--- src/hdl/stoi_pkg.sv ---
// shared types, constants and character helpers for the string to integer parser
// no dependencies; imported by stoi_step and string_to_integer_parser
package stoi_pkg;

    localparam int OFFSET_BITS = 16;
    localparam int VALUE_W     = 64;
    localparam int END_W       = 16;
    localparam int BASE_W      = 6;

    localparam longint unsigned OFFSET_FULL = (64'd1 << OFFSET_BITS) - 64'd1;
    localparam logic [OFFSET_BITS-1:0] OFFSET_LIMIT =
        OFFSET_BITS'((OFFSET_FULL > 64'hFFFF) ? 64'hFFFF : OFFSET_FULL);

    localparam logic [BASE_W-1:0] MAX_BASE  = 6'd36;
    localparam logic [BASE_W-1:0] NOT_DIGIT = 6'd36;
    localparam logic [BASE_W-1:0] BAD_BASE  = 6'd1;
    localparam logic [BASE_W-1:0] AUTO_BASE = 6'd0;
    localparam logic [BASE_W-1:0] BASE_OCT  = 6'd8;
    localparam logic [BASE_W-1:0] BASE_DEC  = 6'd10;
    localparam logic [BASE_W-1:0] BASE_HEX  = 6'd16;

    localparam logic [7:0] CH_PLUS  = 8'h2B;
    localparam logic [7:0] CH_MINUS = 8'h2D;
    localparam logic [7:0] CH_ZERO  = 8'h30;
    localparam logic [7:0] CH_X_UP  = 8'h58;
    localparam logic [7:0] CH_X_LO  = 8'h78;

    // configuration register indexes
    localparam logic REG_NUMBER_BASE = 1'b0;
    localparam logic REG_SIGNED_MODE = 1'b1;

    typedef enum logic [2:0] {
        PH_SKIP,
        PH_START,
        PH_ZERO,
        PH_HEXPRE,
        PH_DIGITS,
        PH_DONE
    } phase_t;

    typedef struct packed {
        phase_t                 phase;
        logic [VALUE_W-1:0]     acc;
        logic                   neg;
        logic [BASE_W-1:0]      base;
        logic [OFFSET_BITS-1:0] pos;
        logic [OFFSET_BITS-1:0] stop;
    } parse_state_t;

    localparam parse_state_t PARSE_CLEAR = '{
        phase: PH_SKIP,
        acc:   '0,
        neg:   1'b0,
        base:  '0,
        pos:   '0,
        stop:  '0
    };

    function automatic logic is_space(input logic [7:0] c);
        return (c inside {[8'd9:8'd13], 8'd32});
    endfunction

    function automatic logic [BASE_W-1:0] digit_of(input logic [7:0] c);
        logic [BASE_W-1:0] d;
        d = NOT_DIGIT;
        if (c inside {[8'h30:8'h39]})
        begin
            d = BASE_W'(c - 8'h30);
        end
        else if (c inside {[8'h41:8'h5A]})
        begin
            d = BASE_W'(c - 8'h41 + 8'd10);
        end
        else if (c inside {[8'h61:8'h7A]})
        begin
            d = BASE_W'(c - 8'h61 + 8'd10);
        end
        return d;
    endfunction

endpackage

--- src/hdl/stoi_step.sv ---
// next-state logic for one character: phase walk, prefix handling, multiply-accumulate
// depends on stoi_pkg
module stoi_step (
    input  stoi_pkg::parse_state_t      cur,
    input  logic [7:0]                  character,
    input  logic [stoi_pkg::BASE_W-1:0] number_base,
    input  logic                        signed_mode,
    output stoi_pkg::parse_state_t      nxt
);
    import stoi_pkg::*;

    logic                   start_en;
    logic                   take_en;
    logic [BASE_W-1:0]      start_base;
    logic [BASE_W-1:0]      take_base;
    logic [BASE_W-1:0]      digit;
    logic [OFFSET_BITS-1:0] pos_next;
    logic [VALUE_W-1:0]     product;

    assign digit    = digit_of(character);
    assign pos_next = (cur.pos < OFFSET_LIMIT) ? cur.pos + 1'b1 : OFFSET_LIMIT;
    assign product  = cur.acc * VALUE_W'(take_base);

    always_comb
    begin
        nxt        = cur;
        start_en   = 1'b0;
        take_en    = 1'b0;
        start_base = cur.base;
        take_base  = cur.base;

        case (cur.phase)
            PH_SKIP:
            begin
                // base is latched here, out-of-range radix parks at one
                start_base = (number_base == BAD_BASE || number_base > MAX_BASE) ?
                             BAD_BASE : number_base;
                nxt.base = start_base;
                if (is_space(character))
                begin
                    nxt.phase = PH_SKIP;
                end
                else if (character == CH_PLUS)
                begin
                    nxt.phase = PH_START;
                end
                else if (character == CH_MINUS && signed_mode)
                begin
                    nxt.neg   = 1'b1;
                    nxt.phase = PH_START;
                end
                else
                begin
                    nxt.phase = PH_START;
                    start_en  = 1'b1;
                end
            end
            PH_START:
            begin
                start_en = 1'b1;
            end
            PH_ZERO:
            begin
                if (character == CH_X_LO || character == CH_X_UP)
                begin
                    nxt.base  = BASE_HEX;
                    nxt.phase = PH_HEXPRE;
                end
                else
                begin
                    take_en   = 1'b1;
                    take_base = (cur.base == AUTO_BASE) ? BASE_OCT : cur.base;
                end
            end
            PH_HEXPRE, PH_DIGITS:
            begin
                take_en = 1'b1;
            end
            default:
            begin
                nxt.phase = PH_DONE;
            end
        endcase

        if (start_en)
        begin
            if (start_base == BAD_BASE)
            begin
                nxt.phase = PH_DONE;
            end
            else if (character == CH_ZERO &&
                     (start_base == AUTO_BASE || start_base == BASE_HEX))
            begin
                nxt.stop  = pos_next;
                nxt.phase = PH_ZERO;
            end
            else
            begin
                take_en   = 1'b1;
                take_base = (start_base == AUTO_BASE) ? BASE_DEC : start_base;
            end
        end

        if (take_en)
        begin
            nxt.base = take_base;
            if (digit >= take_base)
            begin
                nxt.phase = PH_DONE;
            end
            else
            begin
                // a minus sign subtracts each digit, wrapping at the word width
                nxt.acc   = cur.neg ? product - VALUE_W'(digit) : product + VALUE_W'(digit);
                nxt.stop  = pos_next;
                nxt.phase = PH_DIGITS;
            end
        end

        nxt.pos = pos_next;
    end

endmodule

--- src/hdl/string_to_integer_parser.sv ---
// top level of the string to integer parser: input register, parse state, result register
// depends on stoi_pkg and stoi_step
//
//  channel   dir  signals                      contents
//  s_*       in   s_tvalid s_tready s_tdata    tdata[7:0] character, tlast is_last
//  m_*       out  m_tvalid m_tready m_tdata    tdata[63:0] value, tdata[79:64] end_offset
//  cfg_*     in   cfg_we cfg_index cfg_data    index 0 number_base, 1 signed_mode
//
// one character per cycle unless a last character waits on a stalled result; a request
// is held in the input register, then folded into the parse state, the 64 x 6 multiply-add
// being the longest path. a result is registered when the request marked last is folded in.
// reset clears the parse state and both valid flags; number_base returns to 10 and
// signed_mode to 1. a stalled result only blocks the input when a further last
// character is waiting behind it.
module string_to_integer_parser (
    input  logic                        clk,
    input  logic                        rst_n,
    input  logic                        s_tvalid,
    output logic                        s_tready,
    input  logic [7:0]                  s_tdata,   // [7:0] character
    input  logic                        s_tlast,
    output logic                        m_tvalid,
    input  logic                        m_tready,
    output logic [79:0]                 m_tdata,   // [63:0] value, [79:64] end_offset
    input  logic                        cfg_we,
    input  logic                        cfg_index,
    input  logic [stoi_pkg::BASE_W-1:0] cfg_data
);
    import stoi_pkg::*;

    logic               in_valid_reg;
    logic [7:0]         in_char_reg;
    logic               in_last_reg;
    parse_state_t       state_reg;
    parse_state_t       state_next;
    logic               out_valid_reg;
    logic [VALUE_W-1:0] out_value_reg;
    logic [END_W-1:0]   out_end_reg;
    logic [BASE_W-1:0]  number_base_reg;
    logic               signed_mode_reg;
    logic               proc_fire;
    logic               in_accept;

    // a last character needs the result slot free (or freeing this cycle)
    assign proc_fire = in_valid_reg && !(in_last_reg && out_valid_reg && !m_tready);
    assign s_tready  = !in_valid_reg || proc_fire;
    assign in_accept = s_tvalid && s_tready;

    stoi_step u_step (
        .cur         (state_reg),
        .character   (in_char_reg),
        .number_base (number_base_reg),
        .signed_mode (signed_mode_reg),
        .nxt         (state_next)
    );

    always_ff @(posedge clk or negedge rst_n)
    begin
        if (!rst_n)
        begin
            number_base_reg <= BASE_DEC;
            signed_mode_reg <= 1'b1;
        end
        else if (cfg_we)
        begin
            case (cfg_index)
                REG_NUMBER_BASE: number_base_reg <= cfg_data;
                REG_SIGNED_MODE: signed_mode_reg <= cfg_data[0];
                default:         number_base_reg <= number_base_reg;
            endcase
        end
    end

    always_ff @(posedge clk or negedge rst_n)
    begin
        if (!rst_n)
        begin
            in_valid_reg  <= 1'b0;
            out_valid_reg <= 1'b0;
            state_reg     <= PARSE_CLEAR;
        end
        else
        begin
            if (in_accept)
            begin
                in_valid_reg <= 1'b1;
            end
            else if (proc_fire)
            begin
                in_valid_reg <= 1'b0;
            end

            if (proc_fire && in_last_reg)
            begin
                out_valid_reg <= 1'b1;
            end
            else if (m_tready)
            begin
                out_valid_reg <= 1'b0;
            end

            if (proc_fire)
            begin
                state_reg <= in_last_reg ? PARSE_CLEAR : state_next;
            end
        end
    end

    always_ff @(posedge clk)
    begin
        if (in_accept)
        begin
            in_char_reg <= s_tdata;
            in_last_reg <= s_tlast;
        end
        if (proc_fire && in_last_reg)
        begin
            out_value_reg <= state_next.acc;
            out_end_reg   <= END_W'(state_next.stop);
        end
    end

    assign m_tvalid = out_valid_reg;
    assign m_tdata  = {out_end_reg, out_value_reg};

endmodule

--- config.mk ---
export PLATFORM = sky130hd
export DESIGN_NAME = string_to_integer_parser
export DESIGN_NICKNAME = d
export VERILOG_FILES = /design/src/hdl/stoi_pkg.sv /design/src/hdl/stoi_step.sv /design/src/hdl/string_to_integer_parser.sv
export SDC_FILE = /design/constraint.sdc
export NUM_CORES = 1
export LEC_CHECK = 0
export BUFFER_PORTS_ARGS = -buffer_cell sky130_fd_sc_hd__buf_2
export CAP_MARGIN = 10
export CORE_ASPECT_RATIO = 1.2
export CORE_UTILIZATION = 36
export CTS_CLUSTER_SIZE = 30
export DETAILED_ROUTE_END_ITERATION = 16
export GPL_TIMING_DRIVEN = 0
export PLACE_DENSITY = 0.47
export SYNTH_ARGS = -nofsm -noshare
export SYNTH_HDL_FRONTEND = slang
export SYNTH_SLANG_ARGS = --single-unit
--- constraint.sdc ---
create_clock -name clk -period 11.2 [get_ports clk]
set_clock_uncertainty 0.2 [all_clocks]
set_input_delay 0.56 -clock clk [delete_from_list [all_inputs] [get_ports clk]]
set_output_delay 0.56 -clock clk [all_outputs]
set_load 0.02 [all_outputs]
Word-level counts from Yosys, hierarchy flattened

Cells that the tools add are included.
Widths: inputs -> output; s select.

Register bits after elaboration: 204
Input port bits: 21

$add $sub $neg: 8
$mul: 1
Magnitude comparators: 11
Equality and inequality tests: 16
Muxes and demuxes: 49
Bitwise logic cells: 1
Reduce and logical (&&, ||, !) cells: 33

Operators with widths:

| cell                  | number |
|---|---|
| $mux 64               | 2 |
| $mux 106              | 1 |
| $mux 16               | 6 |
| $mux 6                | 14 |
| $mux 67               | 1 |
| $add 64x6->64         | 1 |
| $mul 64x6->64         | 1 |
| $sub 64x6->64         | 1 |
| $eq 8x6->1 const B    | 4 |
| $mux 1                | 17 |
| $add 16x1->16 const B | 1 |
| $eq 8x7->1 const B    | 2 |
| $ge 8x7->1 const B    | 2 |
| $le 8x7->1 const B    | 2 |
| $lt 16x16->1 const B  | 1 |
| $add 6x4->6 const B   | 2 |
| $eq 6x1->1 const B    | 2 |
| $logic_not 6->1       | 2 |
| $mux 3                | 4 |
| $pmux 6 s2            | 1 |
| $sub 6x6->6 const B   | 2 |
| $logic_and 1x1->1     | 11 |
| $reduce_bool 2->1     | 5 |
| $pmux 3 s3            | 1 |
| 24 further kinds      | 33 |

Longest topological paths before layout

Depth after elaboration: 16
Depth in mapped cells: 44
Depth with buffers taken out: 42

By module

From an unflattened synthesis, not the netlist that was laid out.

Cell total of the unflattened synthesis: 3,027
Area total of the unflattened synthesis: 26,068.8 sq um

Modules (own cells, without submodules):

| module                   | times used | cells an instance | area each (sq um) | sequential area each (sq um) |
|---|---|---|---|---|
| stoi_step                | 1          | 2,311             | 17,061.4          | 0.0 |
| string_to_integer_parser | 1          | 716               | 9,007.4           | 5,554.1 |

Worst setup path after synthesis

OpenSTA, ideal clock, no wires.

Path kind: register to register
From: register in_char_reg[4]
To: register out_value_reg[48], data pin
Arrival time: 8.786 ns
Required time: 10.740 ns
Slack: 1.954 ns
Cell stages (with the launch flop): 40
Buffers on the path: 3
Clock period less this slack: 9.246 ns
Cells stage by stage: edfxtp_1 -> inv_1 -> ha_1 -> or4bb_1 -> o2111ai_1 -> o211a_1 -> o221ai_2 -> nor2_1 -> mux2_2 -> clkbuf_1 -> clkbuf_1 -> and2_1 -> fa_1 -> fa_1 -> inv_1 -> fa_1 -> inv_1 -> ha_1 -> (+4 left out) -> o21ai_0 -> a21o_1 -> a21oi_1 -> xnor2_1 -> ha_1 -> clkbuf_1 -> a21oi_1 -> o21ai_0 -> a21o_1 -> a211oi_1 -> nor4b_1 -> o31ai_1 -> a21o_1 -> a221o_1 -> a21oi_1 -> o21ai_0 -> xor2_1 -> mux2_2

RTL lines:

| item                     | line                            | RTL |
|---|---|---|
| start: declaration       | string_to_integer_parser.sv:32  | `logic [7:0] in_char_reg;` |
| start signal: assignment | string_to_integer_parser.sv:113 | `in_char_reg <= s_tdata;` |
| end signal: assignment   | string_to_integer_parser.sv:118 | `out_value_reg <= state_next.acc;` |
| end: declaration         | string_to_integer_parser.sv:37  | `logic [VALUE_W-1:0] out_value_reg;` |

==> run metrics <==
Async SR Flop Fraction=56.37%; DR WL/cell=19.70 um; core area=66,110 um2; Worst setup SP type=flip-flop; Root Driver=clkbuf_16; slowest stage cell, crit path=mux2_2; Die Ht=285.9 um; Fin Setup TNS=0 ns; Ports=103; Pwr Total=2827 uW; ANT nets after route=0; Num Clock Sinks=204; Static Leak=0.01300 uW; most frequent cell after synthesis=nand2_1; Site Rows=103; drt first pass iters=6; Final GP Congestion=0.8809; Syn Inst Count=2,777; commonest cells in the netlist=nand2_1 (346), inv_1 (331), and2_1 (255); Fin. Hold Viols=0; final wirelength=75,650 um; clock-pin slew on the worst setup and hold paths=0.06 ns; Crit Path Class=reg -> reg; initial core utilization=36.58%; sw frac=44.43%; RSZ-0062 raised after global routing=no; PwrDens=104.4 nW/um2; Post-Synthesis Cell Area=24,180 um2; Nets=3,336; top_reg_cell synth=dfrtp_1; Worst Hold Class=in -> reg; Net Switching=1256 uW; full die area=68,220 um2; share of total power in the clock network=29.7%; DRC viols=0; area grow syn2layout=11.97%; Max VDD drop=0.0001141 V; internal power=1571 uW; critical path's largest stage delay=0.62 ns; fmax=93.31 MHz; Yosys warnings=0; register area share after synthesis=22.97%; run status=complete, no violations; CP arrival=10.86 ns; First DRT Iteration DRCs=1,215; first-pass GRT wire length=119,600 um; Gate power share=39.4%; fraction of layout cells with a size suffix above 1=7.867%; max-cap viol count=0; crit path time final=10.72 ns; WP data required=11.34 ns; vias in the first global route=20,658; Total GRT Usage=22.44%; Post-synth EDFFs=89; top cell type's share of synthesized area=19.70%; Slew @ Worst Pin=1.345 ns; Port Buf Inserts=102; Clock Latency Late Sink=0.60 ns; initial antenna violation count=1; CTS tree=yes; largest net degree at the start of global routing=61; Seq cells post-synth=204; Max Slew Vio Count=0; Worst Setup End Kind=flip-flop; post-synth top area cell=fa_1; Final setup viols=0; Post-Syn Nets=3,184; worst hold margin=0.08807 ns; crit-path max FO=10; vias=20,228; total grt overflow=0; number of buffers created by CTS=26; Final period util=95.69%; Yosys cell types=78; depth of the CTS H-tree=1; DIE WIDTH=238.6 um; CTS Buffer Depth=3; vias per cell=5.266; # diodes=0; average size of a mapped cell=8.709 um2; Max transition margin=9.982%; Sequential Power Share=30.9%; synth top area cells=fa_1 (20%), dfrtp_1 (12%), edfxtp_1 (11%), ha_1 (7.7%), and2_1 (6.6%); max reg flops=106; HPWL Detailed=58,640 um
## power groups by stage
stage	clock network, uW	logic [uW]	registers (uW)
after floorplan	0	577	896
after global placement	0	1100	889
after detailed placement	0	1110	887
after CTS	872	1120	873
after global routing	891	1210	878
final	840	1110	873
## metrics by stage
stage / area [um2] / utilization, % / worst slack, ns / cells
after detailed placement: 25910 / 39.19 / -1.329 / 3775
after global routing: 27080 / 40.96 / 0.02127 / 3841
after global placement: 25810 / 39.04 / -1.393 / 3771
final: 27080 / 40.96 / 0.4830 / 3841
after CTS: 26940 / 40.75 / 0.01980 / 3838
after floorplan: 24180 / - / 1.954 / 2777
## cell families after synthesis
group | count (synthesis) | share of synthesized area, %
AO/OA/AOI/OAI | 649 | 17.48
XOR/XNOR | 140 | 5.189
adder cells (fa/ha/maj) | 386 | 27.36
buffers and inverters | 467 | 7.290
flip-flops | 204 | 22.97
multiplexers | 22 | 1.004
AND/OR/NAND/NOR | 909 | 18.71
## path summary, 6_finish.rpt
kind                                 from           endpoint  slack, ns  cells past startpoint
setup / recovery           in_char_reg[5]  out_value_reg[48]       0.48                     36
hold / removal                     cfg_we    signed_mode_reg       0.09                      3
setup reg to reg           in_char_reg[5]  out_value_reg[48]       0.48                     36
hold reg to reg              state_reg[3]       state_reg[3]       0.29                      1
max in group asynchronous           rst_n      state_reg[69]       9.66                      3
min in group asynchronous           rst_n       state_reg[9]       0.33                      2
## timing repair
item,CTS,global route
buffers inserted,0,4
endpoints found under the hold margin,73,0
endpoints found under the setup margin,66,38
gates resized for setup,15,46
hold buffers,17,0
pin swaps,0,1
## area by class of cell
cell class | count | area, um2
clock buffers | 38 | 705.7
multi-input cells | 2106 | 17000
fillers | 6692 | 39030
inverters | 331 | 1242
clock inverters | 10 | 123.9
well taps | 892 | 1116
repair buffers | 127 | 798.3
flip-flops and latches | 204 | 5554
plain buffers | 133 | 536.8
## per-layer routing
layer / track usage, % / share of wire, % / up-vias
met1: 29.43 / 44 / 10124
met4: 6.234 / 2.7 / 0
met5: 0 / 0 / -
li1: - / - / 9572
met3: 1.351 / 3.2 / 93
met2: 39.69 / 50 / 439
## cell usage in the layout (no fill, tap or decap), types with 21 or more instances in the layout
master and instances:
clkbuf_1 106, and3_1 21, dfrtp_1 112, nand2_1 344, nor2b_1 24, a31oi_1 26, fa_1 238, nand4_1 25
xor2_1 44, edfxtp_1 89, clkbuf_16 26, nor2_1 110, a22o_1 73, ha_1 148, inv_1 331, o21ai_0 142
nand3_1 42, buf_2 106, a21oi_1 173, o21bai_1 24, nor3_1 22, and2_1 255, a21o_1 90, xnor2_1 94
## critical path, delay by kind of cell (launching register included)
kind            cells  cell delay, ns
xor+xnor            2            0.37
mux                 2            0.93
buf+inv             4            0.97
simple gates        5            1.35
compound gates     17            3.66
flops               1            0.50
fa+ha+maj           6            2.46
No activity file was read; power rests on OpenSTA's default activity.
